[src/rtl/pdn_pkg.sv]
`timescale 1ns / 1ps
package pdn_pkg;

	// Normalised component width: the largest component lies in [2^30, 2^31)
	localparam int NORM_W     = 31;
	localparam int SQ_W       = 2 * NORM_W;
	localparam int SUM_W      = 64;
	localparam int ROOT_W     = 32;
	localparam int ROOT_STEPS = 32;
	localparam int REM_W      = ROOT_W + 2;
	localparam int COMP_W     = 16;

	// Register port
	localparam int DATA_W   = 32;
	localparam int ADDR_W   = 3;
	localparam int ADDR_LSB = 2;

	typedef logic [ADDR_W-ADDR_LSB-1:0] reg_idx_t;
	localparam reg_idx_t REG_COLORS_SUPPLIED = '0;

	localparam logic KIND_NORMAL = 1'b0;
	localparam logic KIND_COLOR  = 1'b1;

	typedef logic [NORM_W-1:0] norm_t;
	typedef logic [COMP_W-1:0] comp_t;

	typedef struct packed {
		comp_t x;
		comp_t y;
		comp_t z;
		logic  degenerate;
	} vec_res_t;

endpackage

[src/rtl/pdn_sqr.sv]
`timescale 1ns / 1ps
module pdn_sqr (
	input  logic                       clk,
	input  logic                       arst_n,
	input  logic                       start,
	input  pdn_pkg::norm_t             a,
	output logic [pdn_pkg::SQ_W-1:0]   sq,
	output logic                       done
);
	import pdn_pkg::*;

	localparam int CNT_W = $clog2(NORM_W + 1);

	logic [2*NORM_W:0] prod_q;
	norm_t             mcand_q;
	logic [CNT_W-1:0]  cnt_q;
	logic              busy_q;
	logic              done_q;
	logic [NORM_W+1:0] hi_sum;

	// Add the multiplicand into the upper half when the lowest multiplier bit is set
	assign hi_sum = {1'b0, prod_q[2*NORM_W:NORM_W]} + (prod_q[0] ? {2'b00, mcand_q} : '0);

	always_ff @(posedge clk or negedge arst_n) begin
		if (!arst_n) begin
			prod_q  <= '0;
			mcand_q <= '0;
			cnt_q   <= '0;
			busy_q  <= 1'b0;
			done_q  <= 1'b0;
		end else begin
			done_q <= 1'b0;
			if (start) begin
				mcand_q <= a;
				prod_q  <= {{(NORM_W+1){1'b0}}, a};
				cnt_q   <= CNT_W'(NORM_W);
				busy_q  <= 1'b1;
			end else if (busy_q) begin
				prod_q <= {hi_sum, prod_q[NORM_W-1:1]};
				cnt_q  <= cnt_q - CNT_W'(1);
				if (cnt_q == CNT_W'(1)) begin
					busy_q <= 1'b0;
					done_q <= 1'b1;
				end
			end
		end
	end

	assign sq   = prod_q[SQ_W-1:0];
	assign done = done_q;

endmodule

[src/rtl/pdn_isqrt.sv]
`timescale 1ns / 1ps
module pdn_isqrt (
	input  logic                       clk,
	input  logic                       arst_n,
	input  logic                       start,
	input  logic [pdn_pkg::SUM_W-1:0]  s,
	output logic [pdn_pkg::ROOT_W-1:0] root,
	output logic                       done
);
	import pdn_pkg::*;

	localparam int CNT_W = $clog2(ROOT_STEPS + 1);

	logic [SUM_W-1:0]  rad_q;
	logic [REM_W-1:0]  rem_q;
	logic [ROOT_W-1:0] root_q;
	logic [CNT_W-1:0]  cnt_q;
	logic              busy_q;
	logic              done_q;
	logic [REM_W-1:0]  rem_sh;
	logic [REM_W-1:0]  trial;
	logic              fits;

	// Bring down two radicand bits per step and try root digit one
	assign rem_sh = {rem_q[REM_W-3:0], rad_q[SUM_W-1 -: 2]};
	assign trial  = {root_q, 2'b01};
	assign fits   = (rem_sh >= trial);

	always_ff @(posedge clk or negedge arst_n) begin
		if (!arst_n) begin
			rad_q  <= '0;
			rem_q  <= '0;
			root_q <= '0;
			cnt_q  <= '0;
			busy_q <= 1'b0;
			done_q <= 1'b0;
		end else begin
			done_q <= 1'b0;
			if (start) begin
				rad_q  <= s;
				rem_q  <= '0;
				root_q <= '0;
				cnt_q  <= CNT_W'(ROOT_STEPS);
				busy_q <= 1'b1;
			end else if (busy_q) begin
				rad_q  <= {rad_q[SUM_W-3:0], 2'b00};
				rem_q  <= fits ? (rem_sh - trial) : rem_sh;
				root_q <= {root_q[ROOT_W-2:0], fits};
				cnt_q  <= cnt_q - CNT_W'(1);
				if (cnt_q == CNT_W'(1)) begin
					busy_q <= 1'b0;
					done_q <= 1'b1;
				end
			end
		end
	end

	assign root = root_q;
	assign done = done_q;

endmodule

[src/rtl/pdn_div.sv]
`timescale 1ns / 1ps
module pdn_div #(
	parameter int OUT_FRAC_BITS = 15
) (
	input  logic                       clk,
	input  logic                       arst_n,
	input  logic                       start,
	input  pdn_pkg::norm_t             a,
	input  logic [pdn_pkg::ROOT_W-1:0] n,
	output pdn_pkg::comp_t             comp,
	output logic                       done
);
	import pdn_pkg::*;

	// a <= n, so the quotient of a * 2^F by n is at most 2^F; it is formed in F + 2 bits
	localparam int QW    = OUT_FRAC_BITS + 2;
	localparam int CNT_W = $clog2(QW + 1);
	localparam int XW    = (QW + 1 > COMP_W) ? QW + 1 : COMP_W;
	localparam logic [QW:0] ONE_Q = {{(QW-OUT_FRAC_BITS){1'b0}}, 1'b1, {OUT_FRAC_BITS{1'b0}}};

	logic [ROOT_W-1:0] rem_q;
	logic [ROOT_W-1:0] den_q;
	logic [QW-1:0]     feed_q;
	logic [QW-1:0]     quo_q;
	logic [CNT_W-1:0]  cnt_q;
	logic              busy_q;
	logic              fin_q;
	logic              done_q;
	comp_t             comp_q;

	logic [ROOT_W:0] rem_sh;
	logic [ROOT_W:0] rem_sub;
	logic            fits;
	logic [ROOT_W:0] rem_half;
	logic            round_up;
	logic [QW:0]     quo_rnd;
	logic [QW:0]     quo_sat;
	logic [XW-1:0]   quo_ext;

	assign rem_sh  = {rem_q, feed_q[QW-1]};
	assign rem_sub = rem_sh - {1'b0, den_q};
	assign fits    = (rem_sh >= {1'b0, den_q});

	// Rounding: add half the divisor to the final remainder, at most one more quotient unit
	assign rem_half = {1'b0, rem_q} + {2'b00, den_q[ROOT_W-1:1]};
	assign round_up = (rem_half >= {1'b0, den_q});
	assign quo_rnd  = {1'b0, quo_q} + {{QW{1'b0}}, round_up};
	assign quo_sat  = (quo_rnd > ONE_Q) ? ONE_Q : quo_rnd;
	assign quo_ext  = XW'(quo_sat);

	always_ff @(posedge clk or negedge arst_n) begin
		if (!arst_n) begin
			rem_q  <= '0;
			den_q  <= '0;
			feed_q <= '0;
			quo_q  <= '0;
			cnt_q  <= '0;
			busy_q <= 1'b0;
			fin_q  <= 1'b0;
			done_q <= 1'b0;
			comp_q <= '0;
		end else begin
			done_q <= 1'b0;
			fin_q  <= 1'b0;
			if (start) begin
				rem_q  <= {{(ROOT_W-NORM_W+2){1'b0}}, a[NORM_W-1:2]};
				feed_q <= {a[1:0], {OUT_FRAC_BITS{1'b0}}};
				den_q  <= n;
				quo_q  <= '0;
				cnt_q  <= CNT_W'(QW);
				busy_q <= 1'b1;
			end else if (busy_q) begin
				rem_q  <= fits ? rem_sub[ROOT_W-1:0] : rem_sh[ROOT_W-1:0];
				quo_q  <= {quo_q[QW-2:0], fits};
				feed_q <= {feed_q[QW-2:0], 1'b0};
				cnt_q  <= cnt_q - CNT_W'(1);
				if (cnt_q == CNT_W'(1)) begin
					busy_q <= 1'b0;
					fin_q  <= 1'b1;
				end
			end else if (fin_q) begin
				comp_q <= quo_ext[COMP_W-1:0];
				done_q <= 1'b1;
			end
		end
	end

	assign comp = comp_q;
	assign done = done_q;

endmodule

[src/rtl/pdn_norm.sv]
`timescale 1ns / 1ps
module pdn_norm #(
	parameter int COORD_WIDTH   = 32,
	parameter int OUT_FRAC_BITS = 15
) (
	input  logic                   clk,
	input  logic                   arst_n,
	input  logic                   start,
	input  logic [COORD_WIDTH:0]   ax,
	input  logic [COORD_WIDTH:0]   ay,
	input  logic [COORD_WIDTH:0]   az,
	output pdn_pkg::vec_res_t      res,
	output logic                   done
);
	import pdn_pkg::*;

	localparam int DW = COORD_WIDTH + 1;
	localparam int AW = (DW > NORM_W) ? DW : NORM_W;

	typedef enum logic [2:0] {
		N_IDLE,
		N_SCALE,
		N_SQR,
		N_SUM,
		N_ROOT,
		N_DIV
	} norm_state_t;

	norm_state_t state_q;
	logic [AW-1:0] ax_q, ay_q, az_q;
	logic [SUM_W-1:0] sum_q;
	logic go_sqr_q, go_root_q, go_div_q;
	logic done_q;
	vec_res_t res_q;

	logic [AW-1:0]     or_v;
	logic              too_big;
	logic              too_small;
	logic [SQ_W-1:0]   sq_x, sq_y, sq_z;
	logic [2:0]        sq_done;
	logic [ROOT_W-1:0] root;
	logic              root_done;
	comp_t             cx, cy, cz;
	logic [2:0]        div_done;

	// The leading bit of the OR is the leading bit of the largest component
	assign or_v      = ax_q | ay_q | az_q;
	assign too_big   = ((or_v >> NORM_W) != '0);
	assign too_small = !or_v[NORM_W-1];

	pdn_sqr u_sqr_x (.clk, .arst_n, .start(go_sqr_q), .a(ax_q[NORM_W-1:0]), .sq(sq_x),
		.done(sq_done[0]));
	pdn_sqr u_sqr_y (.clk, .arst_n, .start(go_sqr_q), .a(ay_q[NORM_W-1:0]), .sq(sq_y),
		.done(sq_done[1]));
	pdn_sqr u_sqr_z (.clk, .arst_n, .start(go_sqr_q), .a(az_q[NORM_W-1:0]), .sq(sq_z),
		.done(sq_done[2]));

	pdn_isqrt u_isqrt (.clk, .arst_n, .start(go_root_q), .s(sum_q), .root(root),
		.done(root_done));

	pdn_div #(.OUT_FRAC_BITS(OUT_FRAC_BITS)) u_div_x (.clk, .arst_n, .start(go_div_q),
		.a(ax_q[NORM_W-1:0]), .n(root), .comp(cx), .done(div_done[0]));
	pdn_div #(.OUT_FRAC_BITS(OUT_FRAC_BITS)) u_div_y (.clk, .arst_n, .start(go_div_q),
		.a(ay_q[NORM_W-1:0]), .n(root), .comp(cy), .done(div_done[1]));
	pdn_div #(.OUT_FRAC_BITS(OUT_FRAC_BITS)) u_div_z (.clk, .arst_n, .start(go_div_q),
		.a(az_q[NORM_W-1:0]), .n(root), .comp(cz), .done(div_done[2]));

	always_ff @(posedge clk or negedge arst_n) begin
		if (!arst_n) begin
			state_q   <= N_IDLE;
			ax_q      <= '0;
			ay_q      <= '0;
			az_q      <= '0;
			sum_q     <= '0;
			go_sqr_q  <= 1'b0;
			go_root_q <= 1'b0;
			go_div_q  <= 1'b0;
			done_q    <= 1'b0;
			res_q     <= '0;
		end else begin
			go_sqr_q  <= 1'b0;
			go_root_q <= 1'b0;
			go_div_q  <= 1'b0;
			done_q    <= 1'b0;
			case (state_q)
				N_IDLE: begin
					if (start) begin
						ax_q <= AW'(ax);
						ay_q <= AW'(ay);
						az_q <= AW'(az);
						if ((ax | ay | az) == '0) begin
							res_q.x          <= '0;
							res_q.y          <= '0;
							res_q.z          <= '0;
							res_q.degenerate <= 1'b1;
							done_q           <= 1'b1;
						end else begin
							state_q <= N_SCALE;
						end
					end
				end
				N_SCALE: begin
					// Shift all three alike until the largest lies in [2^30, 2^31)
					if (too_big) begin
						ax_q <= ax_q >> 1;
						ay_q <= ay_q >> 1;
						az_q <= az_q >> 1;
					end else if (too_small) begin
						ax_q <= ax_q << 1;
						ay_q <= ay_q << 1;
						az_q <= az_q << 1;
					end else begin
						go_sqr_q <= 1'b1;
						state_q  <= N_SQR;
					end
				end
				N_SQR: begin
					if (&sq_done) begin
						sum_q   <= SUM_W'(sq_x) + SUM_W'(sq_y);
						state_q <= N_SUM;
					end
				end
				N_SUM: begin
					sum_q     <= sum_q + SUM_W'(sq_z);
					go_root_q <= 1'b1;
					state_q   <= N_ROOT;
				end
				N_ROOT: begin
					if (root_done) begin
						go_div_q <= 1'b1;
						state_q  <= N_DIV;
					end
				end
				N_DIV: begin
					if (&div_done) begin
						res_q.x          <= cx;
						res_q.y          <= cy;
						res_q.z          <= cz;
						res_q.degenerate <= 1'b0;
						done_q           <= 1'b1;
						state_q          <= N_IDLE;
					end
				end
				default: begin
					state_q <= N_IDLE;
				end
			endcase
		end
	end

	assign res  = res_q;
	assign done = done_q;

endmodule

[src/rtl/polyline_direction_normals_unit.sv]
`timescale 1ns / 1ps
// Polyline direction normals. Points arrive one transaction at a time, the end of each line
// marked by last_in_line; every point yields the normalised absolute step from its
// predecessor (the first point reuses the step to the second, so it appears with the
// second point), and a line end also yields the normalised absolute first-to-last vector
// unless colors_supplied is set. Components are unsigned with OUT_FRAC_BITS fraction bits.
// All vectors go through one shared bit-serial engine: a normalising shift of one bit per
// cycle (up to 30 left or COORD_WIDTH-31 right), three one-bit-per-cycle squarers, a
// 32-step square root and three restoring dividers. Each result is loaded into the output
// register when it is free; the repeated normal of a second point is reused, not recomputed.
// in_stall is high until the item's last result sits in the output register (for a first point
// that yields none, until its steps are formed); that result may wait there while the next transaction is taken.
module polyline_direction_normals_unit #(
	parameter int COORD_WIDTH   = 32,
	parameter int OUT_FRAC_BITS = 15
) (
	input  logic                        clk,
	input  logic                        arst_n,

	input  logic                        psel,
	input  logic                        penable,
	input  logic                        pwrite,
	input  logic [pdn_pkg::ADDR_W-1:0]  paddr,
	input  logic [pdn_pkg::DATA_W-1:0]  pwdata,
	output logic [pdn_pkg::DATA_W-1:0]  prdata,
	output logic                        pready,

	input  logic                        in_valid,
	output logic                        in_stall,
	input  logic signed [COORD_WIDTH-1:0] x,
	input  logic signed [COORD_WIDTH-1:0] y,
	input  logic signed [COORD_WIDTH-1:0] z,
	input  logic                        last_in_line,

	output logic                        out_valid,
	input  logic                        out_stall,
	output logic                        kind,
	output pdn_pkg::comp_t              comp_x,
	output pdn_pkg::comp_t              comp_y,
	output pdn_pkg::comp_t              comp_z,
	output logic                        degenerate,
	output logic                        last
);
	import pdn_pkg::*;

	localparam int DW = COORD_WIDTH + 1;

	typedef enum logic [2:0] {
		T_IDLE,
		T_DIFF,
		T_RUN_N,
		T_EMIT_N,
		T_RUN_C,
		T_EMIT_C
	} top_state_t;

	typedef logic signed [COORD_WIDTH-1:0] coord_t;
	typedef logic [DW-1:0] diff_t;

	function automatic diff_t abs_diff(input coord_t a, input coord_t b);
		diff_t dd;
		dd = {a[COORD_WIDTH-1], a} - {b[COORD_WIDTH-1], b};
		return dd[DW-1] ? DW'(~dd + DW'(1)) : dd;
	endfunction

	// Register port
	logic     colors_q;
	reg_idx_t reg_idx;

	assign reg_idx = paddr[ADDR_W-1:ADDR_LSB];
	assign pready  = 1'b1;

	always_ff @(posedge clk or negedge arst_n) begin
		if (!arst_n) begin
			colors_q <= 1'b0;
		end else if (psel && penable && pwrite && pready) begin
			if (reg_idx == REG_COLORS_SUPPLIED) begin
				colors_q <= pwdata[0];
			end
		end
	end

	always_comb begin
		case (reg_idx)
			REG_COLORS_SUPPLIED: prdata = {{(DATA_W-1){1'b0}}, colors_q};
			default:             prdata = '0;
		endcase
	end

	// Point sequencing
	top_state_t state_q;
	coord_t     pt_x_q, pt_y_q, pt_z_q;
	coord_t     prev_x_q, prev_y_q, prev_z_q;
	coord_t     first_x_q, first_y_q, first_z_q;
	logic [1:0] seen_q;
	logic       zero_q;
	logic [1:0] nrm_cnt_q;
	logic       color_q;
	diff_t      d_x_q, d_y_q, d_z_q;
	diff_t      c_x_q, c_y_q, c_z_q;
	logic       eng_go_q;
	logic       eng_sel_c_q;
	vec_res_t   res_q;
	logic       out_valid_q;
	logic       kind_q;
	vec_res_t   out_q;
	logic       last_q;

	logic     accept;
	logic     slot_free;
	vec_res_t eng_res;
	logic     eng_done;

	assign in_stall  = (state_q != T_IDLE);
	assign accept    = in_valid && !in_stall;
	assign slot_free = !out_valid_q || !out_stall;

	pdn_norm #(.COORD_WIDTH(COORD_WIDTH), .OUT_FRAC_BITS(OUT_FRAC_BITS)) u_norm (
		.clk,
		.arst_n,
		.start (eng_go_q),
		.ax    (eng_sel_c_q ? c_x_q : d_x_q),
		.ay    (eng_sel_c_q ? c_y_q : d_y_q),
		.az    (eng_sel_c_q ? c_z_q : d_z_q),
		.res   (eng_res),
		.done  (eng_done)
	);

	always_ff @(posedge clk or negedge arst_n) begin
		if (!arst_n) begin
			state_q     <= T_IDLE;
			pt_x_q      <= '0;
			pt_y_q      <= '0;
			pt_z_q      <= '0;
			prev_x_q    <= '0;
			prev_y_q    <= '0;
			prev_z_q    <= '0;
			first_x_q   <= '0;
			first_y_q   <= '0;
			first_z_q   <= '0;
			seen_q      <= '0;
			zero_q      <= 1'b0;
			nrm_cnt_q   <= '0;
			color_q     <= 1'b0;
			d_x_q       <= '0;
			d_y_q       <= '0;
			d_z_q       <= '0;
			c_x_q       <= '0;
			c_y_q       <= '0;
			c_z_q       <= '0;
			eng_go_q    <= 1'b0;
			eng_sel_c_q <= 1'b0;
			res_q       <= '0;
			out_valid_q <= 1'b0;
			kind_q      <= KIND_NORMAL;
			out_q       <= '0;
			last_q      <= 1'b0;
		end else begin
			eng_go_q <= 1'b0;
			if (out_valid_q && !out_stall) begin
				out_valid_q <= 1'b0;
			end
			case (state_q)
				T_IDLE: begin
					if (accept) begin
						pt_x_q  <= x;
						pt_y_q  <= y;
						pt_z_q  <= z;
						color_q <= last_in_line && !colors_q;
						if (seen_q == 2'd0) begin
							first_x_q <= x;
							first_y_q <= y;
							first_z_q <= z;
							zero_q    <= 1'b1;
							nrm_cnt_q <= last_in_line ? 2'd1 : 2'd0;
							seen_q    <= last_in_line ? 2'd0 : 2'd1;
						end else begin
							zero_q    <= 1'b0;
							// A second point also carries the first point's normal
							nrm_cnt_q <= (seen_q == 2'd1) ? 2'd2 : 2'd1;
							seen_q    <= last_in_line ? 2'd0 : 2'd2;
						end
						state_q <= T_DIFF;
					end
				end
				T_DIFF: begin
					d_x_q    <= zero_q ? '0 : abs_diff(prev_x_q, pt_x_q);
					d_y_q    <= zero_q ? '0 : abs_diff(prev_y_q, pt_y_q);
					d_z_q    <= zero_q ? '0 : abs_diff(prev_z_q, pt_z_q);
					c_x_q    <= abs_diff(first_x_q, pt_x_q);
					c_y_q    <= abs_diff(first_y_q, pt_y_q);
					c_z_q    <= abs_diff(first_z_q, pt_z_q);
					prev_x_q <= pt_x_q;
					prev_y_q <= pt_y_q;
					prev_z_q <= pt_z_q;
					if (nrm_cnt_q != 2'd0) begin
						eng_go_q    <= 1'b1;
						eng_sel_c_q <= 1'b0;
						state_q     <= T_RUN_N;
					end else if (color_q) begin
						eng_go_q    <= 1'b1;
						eng_sel_c_q <= 1'b1;
						state_q     <= T_RUN_C;
					end else begin
						state_q <= T_IDLE;
					end
				end
				T_RUN_N: begin
					if (eng_done) begin
						res_q   <= eng_res;
						state_q <= T_EMIT_N;
					end
				end
				T_EMIT_N: begin
					if (slot_free) begin
						out_valid_q <= 1'b1;
						kind_q      <= KIND_NORMAL;
						out_q       <= res_q;
						last_q      <= (nrm_cnt_q == 2'd1) && !color_q;
						nrm_cnt_q   <= nrm_cnt_q - 2'd1;
						if (nrm_cnt_q == 2'd1) begin
							if (color_q) begin
								eng_go_q    <= 1'b1;
								eng_sel_c_q <= 1'b1;
								state_q     <= T_RUN_C;
							end else begin
								state_q <= T_IDLE;
							end
						end
					end
				end
				T_RUN_C: begin
					if (eng_done) begin
						res_q   <= eng_res;
						state_q <= T_EMIT_C;
					end
				end
				T_EMIT_C: begin
					if (slot_free) begin
						out_valid_q <= 1'b1;
						kind_q      <= KIND_COLOR;
						out_q       <= res_q;
						last_q      <= 1'b1;
						state_q     <= T_IDLE;
					end
				end
				default: begin
					state_q <= T_IDLE;
				end
			endcase
		end
	end

	assign out_valid  = out_valid_q;
	assign kind       = kind_q;
	assign comp_x     = out_q.x;
	assign comp_y     = out_q.y;
	assign comp_z     = out_q.z;
	assign degenerate = out_q.degenerate;
	assign last       = last_q;

endmodule

[config.mk]
export PLATFORM = sky130hd
export DESIGN_NAME = polyline_direction_normals_unit
export DESIGN_NICKNAME = d
export VERILOG_FILES = /design/src/rtl/pdn_pkg.sv /design/src/rtl/pdn_sqr.sv /design/src/rtl/pdn_isqrt.sv /design/src/rtl/pdn_div.sv /design/src/rtl/pdn_norm.sv /design/src/rtl/polyline_direction_normals_unit.sv
export SDC_FILE = /design/constraint.sdc
export NUM_CORES = 2
export LEC_CHECK = 0
export BUFFER_PORTS_ARGS = -buffer_cell sky130_fd_sc_hd__clkbuf_2
export CELL_PAD_IN_SITES_DETAIL_PLACEMENT = 1
export CELL_PAD_IN_SITES_GLOBAL_PLACEMENT = 2
export CORE_MARGIN = 10
export CORE_UTILIZATION = 44
export CTS_BUF_LIST = sky130_fd_sc_hd__clkbuf_8 sky130_fd_sc_hd__clkbuf_16
export DETAILED_ROUTE_END_ITERATION = 8
export GPL_ROUTABILITY_DRIVEN = 0
export PLACE_DENSITY_LB_ADDON = 0.1
export SLEW_MARGIN = 10
export SYNTH_ARGS = -nofsm -noshare
export SYNTH_HDL_FRONTEND = slang
export SYNTH_SLANG_ARGS = --single-unit
[constraint.sdc]
create_clock -name clk -period 13.25 [get_ports clk]
set_input_delay 1.325 -clock clk [delete_from_list [all_inputs] [get_ports clk]]
set_output_delay 1.325 -clock clk [all_outputs]
set_load 0.05 [all_outputs]
**Word-level counts from Yosys, hierarchy flattened**

Cells that the tools add are included.

- Register bits: 1559
- Bits of input ports: 139
- Output and inout bits: 86
- Word-level logic and storage cells: 430

- Add/subtract/negate cells: 35
- Magnitude comparators: 10
- Equal/unequal tests: 34
- Multiplexer cells: 191
- Bitwise logic cells: 15
- Reduce and logical (&&, ||, !) cells: 52

Operator list:

| operator | number |
|---|---|
| $mux W33 | 21 |
| $mux W32 | 14 |
| $mux W63 | 6 |
| $mux W17 | 12 |
| $add A33 B1 Y33 const B | 6 |
| $ge A33 B32 Y1 | 6 |
| $not A33 Y33 | 6 |
| $pmux W33 S2 | 3 |
| $sub A32 B32 Y33 | 6 |
| $mux W64 | 3 |
| $mux W49 | 3 |
| $or A33 B33 Y33 | 4 |
| $pmux W64 S2 | 1 |
| $sub A32 B32 Y32 | 4 |
| $add A32 B31 Y33 | 3 |
| $add A32 B33 Y33 | 3 |
| $pmux W49 S2 | 1 |
| $mux W31 | 3 |
| $mux W1 | 78 |
| $add A64 B62 Y64 | 1 |
| $add A62 B62 Y63 | 1 |
| $mux W5 | 12 |
| $add A17 B1 Y18 | 3 |
| $gt A18 B16 Y1 const B | 3 |
| 36 further kinds | 134 |

**Longest topological paths before layout**

- Word-level depth: 7
- Depth in mapped cells: 39
- Mapped depth without buffers: 37

**By module**

From an unflattened synthesis, not the netlist that was laid out.

- Cell total of the unflattened synthesis: 13114
- Area total of the unflattened synthesis: 111704.6 sq um

Modules (own cells, without submodules):

| module | instances | cells each | area each (sq um) | seq. area each (sq um) |
|---|---|---|---|---|
| polyline_direction_normals_unit | 1 | 4258 | 38629.5 | 14989.4 |
| pdn_sqr | 3 | 727 | 6458.7 | 2527.4 |
| pdn_norm | 1 | 2458 | 17929.7 | 5480.3 |
| pdn_div at u_norm.u_div_x | 1 | 1140 | 9482.8 | 2677.6 |
| pdn_div at u_norm.u_div_z | 1 | 1097 | 9188.8 | 2677.6 |
| pdn_div at u_norm.u_div_y | 1 | 1092 | 9064.9 | 2677.6 |
| pdn_isqrt | 1 | 888 | 8032.7 | 3403.3 |

**Least setup slack after synthesis**

No wires, ideal clock.

- Path kind: register -> register
- Start point: register u_norm.u_div_y.den_q[12]
- End point: register u_norm.u_div_y.comp_q[1], in the netlist u_norm.u_div_y.comp[1]
- Data arrival time: 6213 ps
- Setup slack: 6955 ps
- Stages on the path, launching flop included: 34
- Path buffers: 3
- Period minus slack after synthesis: 6295 ps
- Path through: dfrtp_1 -> inv_1 -> ha_1 -> buf_2 -> nor4_1 -> nand2_1 -> o221ai_1 -> o2111ai_1 -> a2111oi_0 -> a31oi_1 -> a221o_1 -> o31ai_1 -> a21oi_1 -> o21bai_1 -> xor2_1 -> ha_1 -> nand4_1 -> nor2_1 -> nand3_1 -> nand3_1 -> a31oi_1 -> nand3_1 -> ha_1 -> and3_1 -> clkbuf_1 -> and3_1 -> xnor2_1 -> and4_1 -> nand4_1 -> nor3_1 -> a31oi_1 -> nand3b_1 -> clkbuf_1 -> o21ai_0

- Cells in the longest elaborated chain, start to end: 5

RTL lines:

| what | line | text |
|---|---|---|
| from (decl) | pdn_div.sv:22 | `logic [ROOT_W-1:0] den_q;` |
| from (signal assigned) | pdn_div.sv:68 | `den_q <= n;` |
| $add A32 B31 Y33 | pdn_div.sv:45 | `assign rem_half = {1'b0, rem_q} + {2'b00, den_q[ROOT_W-1:1]};` |
| $ge A33 B32 Y1 * | pdn_div.sv:46 | `assign round_up = (rem_half >= {1'b0, den_q});` |
| $add A17 B1 Y18 * | pdn_div.sv:47 | `assign quo_rnd = {1'b0, quo_q} + {{QW{1'b0}}, round_up};` |
| $gt A18 B16 Y1 | pdn_div.sv:48 | `assign quo_sat = (quo_rnd > ONE_Q) ? ONE_Q : quo_rnd;` |
| $mux W16 * | pdn_div.sv:48 |  |
| to (signal assigned) | pdn_div.sv:82 | `comp_q <= quo_ext[COMP_W-1:0];` |
| to (decl) | pdn_div.sv:29 | `comp_t comp_q;` |

Every way passes the cells marked *; elsewhere a longest branch is shown, timed or not.
A chain may end at the register's enable or synchronous reset.

**Worst setup path after layout**

- Start point: register u_norm.u_div_y.den_q[12]
- End point: register u_norm.u_div_y.comp_q[7], in the netlist u_norm.u_div_y.comp[7]

Same word-level chain as after synthesis.

==> out/metrics.csv <==
stage;metric;value;unit
cts;CTS max path bufs;3;
pwr;Peak VDD IR;0.183;mV
yosys;Async SR Flop Fraction;100;%
cts;worst skew pair latency;0.86;ns
yosys;Cell Area, Synth;103000;µm²
sta;Worst Skew;0.0600;ns
final_layout;commonest cells after routing, fill and taps aside;dfrtp_1, nand2_1, o21ai_0;
cts;CTS H-tree depth;4;
setup_path;CP Capture Type;register;
sta;Final min period;8.35;ns
pwr;Static Leakage;52.8;nW
sta;Slew @ Worst Pin;1.24;ns
yosys;sequential-to-total area share from yosys stat;36.6;%
detailed_routing;Initial DRC Count;5758;
final_layout;Finished Layout Cells;14900;
detailed_routing;post-route ant nets;0;
cts;setup bufs post-CTS;0;
grt;initial antenna violation count;22;
floorplan;Die Width;505;µm
floorplan;die area;255000;µm²
detailed_routing;DR WL/cell;23.2;µm
final_layout;final net count;12600;
final_layout;Filler cells;27000;
detailed_routing;DR vias;87500;
pwr;pwr dens;317;nW/µm²
sta;Hold Vio Cnt, Final;0;
yosys;Top FF cell, synth;dfrtp_1;
sta;final worst slack;4.90;ns
cts;total CTS buffers;179;
placement;PortBufs;159;
cts;CTS Hold Bufs;0;
placement;pre-CTS setup slack;4.98;ns
grt;first-pass GRT wire length;542000;µm
placement;Post-DP HPWL;265000;µm
detailed_routing;First-pass DRT Iterations;6;
final_layout;commonest non-fill, non-tap cell in the layout;dfrtp_1;
setup_path;CP max FO;15;
final_layout;final instance area;113000;µm²
setup_path;CP Data Arrival Time;9.09;ns
sta;Post-Route Setup TNS;0;ns
grt;Overflow after GRT;0;
yosys;number of distinct library cells after synthesis;119;
sta;RSZ-0062 raised after global routing;false;
grt;Total Routing Usage GR;26.3;%
detailed_routing;Post-Route WL;347000;µm
sta;max-slew violations;0;
setup_path;slowest stage delay, CP;0.68;ns
yosys;synthesized flop and latch total;1514;
grt;vias in the first global route;90600;
final_layout;synth-to-layout area growth;9.16;%
placement;Inst Count DP;14600;
final_layout;share of cells above drive strength 1;8.48;%
cts;Root Driver;clkbuf_16;
job;max cap viols;0;
setup_path;worst path required time;13.99;ns
grt;largest net degree at the start of global routing;257;
setup_path;flop2flop setup slack;4.90;ns
sta;worst rel slew slack;17.6;%
setup_path;Critical Path Start Type;register;
cts;post-CTS resize count;0;
setup_path;WS Path Type;reg2reg;
detailed_routing;vias per cell;5.85;
cts;clock sink count;1514;
yosys;Synth Warn #;0;
setup_path;slowest CP cell;nor4_1;
floorplan;Top Ports;225;
detailed_routing;# DRC;0;
setup_path;R2R depth;30;
yosys;number of enable flip-flop cells after synthesis;0;
sta;final-report setup violation count;0;
placement;placed cell area;107000;µm²
hold_path;Hold Path Class;in2async;
floorplan;FP Rows;177;
sta;Final period util;63.0;%
outcome;status;finished, final reports clean;
floorplan;Core Area;233000;µm²
yosys;Mapped Cells;11800;
floorplan;Die Y;505;µm
cts;CTS tree;yes;
cts;clock slew at reported path FFs;0.06;ns
yosys;Post-Syn Area per Cell;8.74;µm²
sta;FMAX;120;MHz
floorplan;Starting Density;44.4;%
-- area by class of cell --
type | count | area, µm² | area share (%)
clock buffers | 224 | 5100 | 4.52
diodes | 5 | 12.5 | 0.0111
flip-flops and latches | 1514 | 37900 | 33.6
repair buffers | 245 | 1530 | 1.36
multi-input cells | 9169 | 61200 | 54.2
well taps | 3132 | 3920 | 3.47
inverters | 553 | 2080 | 1.84
clock inverters | 104 | 1160 | 1.03
-- stage by stage --
step                util [%]  power [mW]  hold WS [ns]
floorplan                  -        23.7         0.435
global placement        45.7        29.8         0.458
detailed placement      45.7        30.5         0.460
CTS                     48.4        35.9         0.470
global route            48.4        38.8         0.499
finish                  48.4        35.8         0.466
-- layer usage --
metal,up-vias,track usage (%),part of all wire (%)
met5,-,0,0.016
met4,10,7.54,3.2
met3,475,3.72,4.5
met2,1534,43.2,46
met1,44000,36.2,46
li1,41400,-,-
-- synthesized netlist by cell type (83+ instances only) --
| cell | number | area, µm² |
|---|---|---|
| a211oi_1 | 151 | 1130 |
| a21o_1 | 328 | 2460 |
| a21oi_1 | 846 | 4230 |
| a31oi_1 | 89 | 557 |
| and2_1 | 126 | 788 |
| and3_1 | 95 | 594 |
| clkbuf_1 | 520 | 1950 |
| dfrtp_1 | 1514 | 37900 |
| ha_1 | 759 | 9500 |
| inv_1 | 551 | 2070 |
| mux2_2 | 288 | 3240 |
| mux2i_1 | 396 | 3960 |
| nand2_1 | 1428 | 5360 |
| nand2b_1 | 114 | 713 |
| nand3_1 | 168 | 841 |
| nand4_1 | 122 | 763 |
| nor2_1 | 826 | 3100 |
| nor2b_1 | 109 | 682 |
| nor3_1 | 152 | 761 |
| o21ai_0 | 1233 | 6170 |
| o21bai_1 | 120 | 901 |
| o31ai_1 | 83 | 623 |
| xnor2_1 | 478 | 4190 |
| xor2_1 | 285 | 2500 |
-- cells by family after synthesis --
family                   share of synthesized area, %
adder cells (fa/ha/maj)                          9.51
other                                         0.00726
AO/OA/AOI/OAI                                    20.7
AND/OR/NAND/NOR                                  15.2
multiplexers                                     6.99
buffers and inverters                            4.44
flip-flops                                       36.6
XOR/XNOR                                         6.51
-- worst max-delay path, delay by kind of cell (launching register included) --
| kind | cells | cell delay (ns) |
|---|---|---|
| AO/OA/AOI/OAI | 11 | 3.03 |
| XOR/XNOR | 2 | 0.35 |
| adder cells (fa/ha/maj) | 3 | 1.09 |
| buffers and inverters | 1 | 0.33 |
| flip-flops | 1 | 0.56 |
| AND/OR/NAND/NOR | 13 | 2.87 |
-- power by group --
| group | leakage, nW | internal (mW) | switching [mW] | total [mW] |
|---|---|---|---|---|
| registers | 19.4 | 6.33 | 1.94 | 8.27 |
| clock network | 3.21 | 3.05 | 2.19 | 5.23 |
| logic | 30.2 | 8.47 | 13.9 | 22.3 |
-- state kept, by name, indices dropped and copies added, names as in the netlist, 33 cells and up --
| name | cells |
|---|---|
| c_z_q | 33 |
| res_q | 49 |
| u_norm.ay_q | 33 |
| u_norm.sum_q | 64 |
| u_norm.u_isqrt.rad_q | 64 |
| u_norm.ax_q | 33 |
| u_norm.u_sqr_x.prod_q | 63 |
| c_y_q | 33 |
| u_norm.u_sqr_y.prod_q | 63 |
| d_x_q | 33 |
| c_x_q | 33 |
| u_norm.res | 49 |
| u_norm.az_q | 33 |
| d_y_q | 33 |
| u_norm.u_sqr_z.prod_q | 63 |
| d_z_q | 33 |
-- final timing paths --
kind / start / endpoint
min reg2reg: c_y_q[16] / c_y_q[16]
min: arst_n / u_norm.u_isqrt.rad_q[52]
max in group asynchronous: arst_n / first_x_q[12]
max: u_norm.u_div_y.den_q[12] / u_norm.u_div_y.comp[7]
min in group clk: c_y_q[16] / c_y_q[16]
max reg2reg: u_norm.u_div_y.den_q[12] / u_norm.u_div_y.comp[7]
No activity file was read; power rests on OpenSTA's default activity.
